===== src/sv/imgrot90_pkg.sv =====
// ----------------------------------------------------------------------------
// imgrot90_pkg: shared definitions of the 90-degree frame rotator
// Register indexes, command codes, default sizes and the control and status
// bundles between controller and datapath.
// ----------------------------------------------------------------------------
package imgrot90_pkg;

	localparam int DEF_MAX_DIM    = 64;
	localparam int DEF_PIXEL_BITS = 24;

	localparam int CFG_W  = 7;
	localparam int IDX_W  = 2;
	localparam int CHAN_W = 8;
	localparam int RGB_W  = 3 * CHAN_W;

	localparam logic [IDX_W-1:0] REG_FRAME_WIDTH  = 2'd0;
	localparam logic [IDX_W-1:0] REG_FRAME_HEIGHT = 2'd1;
	localparam logic [IDX_W-1:0] REG_TURN_RIGHT   = 2'd2;

	localparam logic [CFG_W-1:0] RST_FRAME_DIM = 7'd64;

	localparam logic CMD_LOAD = 1'b0;
	localparam logic CMD_READ = 1'b1;

	typedef struct packed {
		logic load;      // store the accepted pixel and step the load counter
		logic out_load;  // capture a result into the output register
		logic advance;   // step the read position after a valid rotated pixel
	} cmd_t;

	typedef struct packed {
		logic frame_full;
	} sts_t;

endpackage


===== src/sv/imgrot90_ctrl.sv =====
// ----------------------------------------------------------------------------
// imgrot90_ctrl: transaction controller of the frame rotator
// Accepts load and read transactions, waits for the frame store read and
// for a free output register, and tracks the output valid flag.
// ----------------------------------------------------------------------------
module imgrot90_ctrl
	import imgrot90_pkg::*;
(
	input  logic clk,
	input  logic arst_n,
	input  logic in_valid,
	output logic in_ready,
	input  logic command,
	output logic out_valid,
	input  logic out_ready,
	input  sts_t sts,
	output cmd_t cmd
);

	typedef enum logic {
		S_IDLE,
		S_READ
	} state_t;

	state_t state_q;
	logic   out_valid_q;
	logic   in_fire;
	logic   slot_free;

	assign in_ready  = (state_q == S_IDLE);
	assign in_fire   = in_valid && in_ready;
	assign slot_free = !out_valid_q || out_ready;

	always_comb begin
		cmd          = '0;
		cmd.load     = in_fire && (command == CMD_LOAD);
		cmd.out_load = (state_q == S_READ) && slot_free;
		cmd.advance  = cmd.out_load && sts.frame_full;
	end

	always_ff @(posedge clk or negedge arst_n) begin
		if (!arst_n) begin
			state_q     <= S_IDLE;
			out_valid_q <= 1'b0;
		end else begin
			unique case (state_q)
				S_IDLE: begin
					// The store read is issued in the same cycle as the transaction.
					if (in_fire && (command == CMD_READ)) begin
						state_q <= S_READ;
					end
				end
				S_READ: begin
					if (slot_free) begin
						state_q <= S_IDLE;
					end
				end
				default: state_q <= S_IDLE;
			endcase

			if (cmd.out_load) begin
				out_valid_q <= 1'b1;
			end else if (out_ready) begin
				out_valid_q <= 1'b0;
			end
		end
	end

	assign out_valid = out_valid_q;

endmodule


===== config.mk =====
export PLATFORM = sky130hd
export DESIGN_NAME = imgrot90_ctrl
export DESIGN_NICKNAME = d
export VERILOG_FILES = /design/src/sv/imgrot90_pkg.sv /design/src/sv/imgrot90_ctrl.sv
export SDC_FILE = /design/constraint.sdc
export NUM_CORES = 1
export LEC_CHECK = 0
export BUFFER_PORTS_ARGS = -buffer_cell sky130_fd_sc_hd__buf_2
export CAP_MARGIN = 20
export CORE_AREA = 3 3 40 42
export CTS_CLUSTER_DIAMETER = 150
export CTS_CLUSTER_SIZE = 30
export DETAILED_ROUTE_END_ITERATION = 6
export DIE_AREA = 0 0 43 45
export GPL_ROUTABILITY_DRIVEN = 0
export HOLD_SLACK_MARGIN = 0.06
export PLACE_DENSITY = 0.3
export SETUP_SLACK_MARGIN = 0.02
export SYNTH_ARGS = -nofsm -noshare
export SYNTH_HDL_FRONTEND = slang
export SYNTH_SLANG_ARGS = --single-unit
export TNS_END_PERCENT = 10

===== constraint.sdc =====
create_clock -name clk -period 0.8 [get_ports clk]
set_input_delay 0.04 -clock clk [delete_from_list [all_inputs] [get_ports clk]]
set_output_delay 0.04 -clock clk [all_outputs]
set_load 0.02 [all_outputs]

==> results.rst <==
.. list-table::
   :header-rows: 1

   * - Metric
     - Value
   * - Horiz. Die Dim
     - about 43 um
   * - Detailed-route wire length on metal 1
     - 142 um
   * - Sequential share of power
     - 0.249
   * - Switching power summed over all nets
     - 0.145 mW
   * - Fin nets
     - 34
   * - Number of design rule violations left after detail routing
     - 0
   * - Rows
     - 13
   * - Least-Margin Pin Slew
     - 0.123 ns
   * - Post-synth net total
     - 16
   * - Sum of net half-perimeters after detailed placement
     - about 270 um
   * - Total I/O pin count
     - 11
   * - Number of H-tree branching levels
     - 1
   * - # diodes
     - 0
   * - Fraction of synthesized area in multiplexers
     - 0
   * - Met3 layer wire length in the routed design
     - 45 um
   * - CP Class
     - register to output port
   * - Maximum number of pins on one net before global-route repair
     - 6
   * - Source-to-sink clock delay at the later pin of the worst-skew pair
     - 0.23 ns
   * - Clk sinks
     - 2
   * - I/O Buffers
     - 10
   * - Number of vias after detailed routing
     - between 100 and 150
   * - Switching part of the total power
     - 0.278
   * - Kind of path behind the tightest hold check
     - input port to register
   * - Outcome
     - finished with violations
   * - P&R area growth vs syn
     - 153%
   * - Worst-path clk slew
     - around 0.04 ns
   * - Clock network fraction of design power
     - 0.487
   * - GRT Resource Usage Total
     - 0.0542
   * - Wire length on met2
     - between 100 and 150 um
   * - Critical Path Start Type
     - register
   * - RSZ-0062 raised after global routing
     - yes
   * - Worst setup slack for register-to-register paths
     - -0.07 ns
   * - Number of global-route vias before repair
     - 155
   * - Final cycle utilization of the critical path
     - 1.30
   * - Number of setup violations in the final report
     - 7
   * - Fraction of layout instances using a drive strength above 1
     - 0.852
   * - Root Driver
     - clkbuf_4
   * - Longest Clk Path Bufs
     - 2
   * - Cell-internal power
     - roughly 0.38 mW
   * - Min setup slack post-route
     - -0.241 ns
   * - Upper clock frequency limit
     - 960 MHz
   * - Layout Cell Area excl Fill
     - 263 um^2
   * - Effective utilization at floorplan
     - 0.0808
   * - Worst Hold Path EP
     - state_q
   * - PnR Total Power
     - between 0.5 and 0.6 mW
   * - Share of the yosys chip area belonging to registers
     - 0.482
   * - Static power due to leakage
     - 0.129 nW
   * - Die Ht
     - 45 um
   * - Initial antenna violation count
     - 0
   * - Synthesized netlist cell count
     - 10
   * - Yosys top cell by area
     - dfrtp_1
   * - Highest metal layer used by the detailed router
     - met3
   * - End of the worst register-to-register path
     - state_q
   * - Kind of end point of the critical path
     - output port
   * - Cells taking the most area after synthesis
     - dfrtp_1 48%, nand2b_4 13%, nand3b_1 7.2%
   * - Die ar.
     - 1940 um^2
   * - Starting DRC count in detailed routing
     - 0
   * - Tmin final
     - around 1.0 ns
   * - Data arrival time of the worst path
     - 1.00 ns
   * - Core Region
     - 1280 um^2
   * - Total of flip-flops plus latches after synthesis
     - 2
   * - Antenna Violating Nets Remaining
     - 0
   * - Initial DRT Pass Iterations
     - 1
   * - Maximum vdd ir drop
     - 503 uV
   * - Data required time of the worst path
     - roughly 0.76 ns
   * - Clock buffers created by TritonCTS
     - 3
   * - Start point of the worst min-delay path
     - in_valid
   * - Count of final max-slew check failures
     - 0
   * - Failing checks
     - setup timing
   * - Vias per std cell
     - 3.29
   * - Source of the worst register-to-register timing path
     - out_valid
   * - Wire length of the first global-routing pass
     - 641 um
   * - CTS tree
     - built
   * - Share of the synthesized netlist area taken by xor and xnor gates
     - 0
   * - Fill cells
     - 162
   * - Compound-gate portion of the synthesized area
     - 0.0482
   * - Grt ovf
     - 0
   * - Post-synthesis cell type count
     - 9
   * - Worst reg2reg path depth
     - 4
   * - Netlist area before placement
     - 104 um^2
   * - Final number of hold-violating endpoints
     - 0
   * - Number of maximum-capacitance constraint violations
     - 0
   * - Detailed Route WL
     - 335 um
   * - Count of synthesis-stage warnings from yosys
     - 0
   * - Hold Path Stages
     - 3
   * - Maximum fanout encountered on the critical timing path
     - 3
   * - Worst-case clock skew
     - 0.0119 ns
   * - Synth Area in Simple Gates
     - 0.434
   * - Power Density
     - 1990 nW/um^2
   * - Placed cell areas
     - 193 um^2
   * - Worst slew margin relative to its limit
     - 0.918
   * - Adder-Cell Fraction of Synth Area
     - 0
   * - Mean routed wirelength per cell
     - between 7 and 8 um
   * - Synthesized area per cell
     - 10.4 um^2
   * - Share of power burned in combinational logic
     - 0.264
   * - Dominant combinational cell family by area after synthesis
     - simple AND/OR/NAND/NOR gates
   * - Area share of the largest cell type after synthesis
     - 0.482
## cell families after synthesis
kind of cell           count (synthesis)
flip-flops                             2
buffers and inverters                  1
AND/OR/NAND/NOR                        6
AO/OA/AOI/OAI                          1
## power groups by stage
stage	sequential [mW]	combinational [mW]	clock [mW]
2_1_floorplan	0.138	0.0527	0
3_3_place_gp	0.130	0.107	0
3_5_place_dp	0.131	0.108	0
4_1_cts	0.130	0.137	0.271
5_1_grt	0.132	0.150	0.296
6_report	0.130	0.138	0.254
## worst max-delay path, stage by stage, from the launching register on
cell,delay [ns]
dfrtp_2,0.41
nand2b_4,0.08
and3_4,0.17
buf_6,0.11
## synth_stat cells, drive strengths merged
master  number
o21ai        1
dfrtp        2
inv          1
and2         1
nor3b        1
and3         1
nand3b       1
nand2        1
nand2b       1
## cells in the final DEF, fill, tap and decap left out
cell and count:
buf_2 6, nand2_1 1, o21ai_2 1, dlygate4sd3_1 1, nand3b_1 1, buf_6 3
and2_2 1, clkbuf_4 3, nand2b_4 1, and3_4 1, inv_2 1, dfrtp_2 2
buf_4 3, nor3b_2 1, clkbuf_1 1
## metal layers
metal,GRT usage,up-vias
li1,-,67
met1,0.0556,63
met2,0.0539,8
met3,0.0598,0
met4,0.0542,0
met5,0,-
## stage by stage
step,hold WS (ns),setup WS [ns],TNS (ns),utilization,cells
after floorplan,-0.256,-0.00104,-0.00104,-,10
after global placement,-0.172,-0.0317,-0.0317,0.150,36
after detailed placement,-0.173,-0.0425,-0.0726,0.150,36
after CTS,0.0920,-0.259,-1.05,0.201,42
after global routing,0.0876,-0.299,-1.28,0.204,42
final,0.0869,-0.241,-0.912,0.204,42
## worst max-delay path by stage
stage | start | endpoint | slack [ns] | cells past startpoint
global route | state_q | cmd[2] | -0.30 | 2
global placement | out_valid | cmd[0] | -0.03 | 3
detailed placement | out_valid | cmd[0] | -0.04 | 3
finish | out_valid | cmd[0] | -0.24 | 3
floorplan | state_q | cmd[2] | -0.001 | 1
CTS | out_valid | cmd[0] | -0.26 | 3
## timing repair
action	CTS	global route
endpoints found under the hold margin	2	0
hold buffers	1	0
resized for setup	7	2
pin swaps	2	0
endpoints found under the setup margin	6	7
buffers inserted	1	0
## sequential cells by signal, summed over array words and instances (netlist names)
signal     count
state_q        1
out_valid      1
## area by class of cell
type | instances | area [um^2] | area share
Multi-Input combinational cell | 7 | 65.1 | 0.248
Inverter | 1 | 3.75 | 0.0143
Tap cell | 15 | 18.8 | 0.0714
Timing Repair Buffer | 13 | 96.3 | 0.367
Clock buffer | 4 | 26.3 | 0.100
Sequential cell | 2 | 52.6 | 0.200
Power figures use the tool's default switching activity.
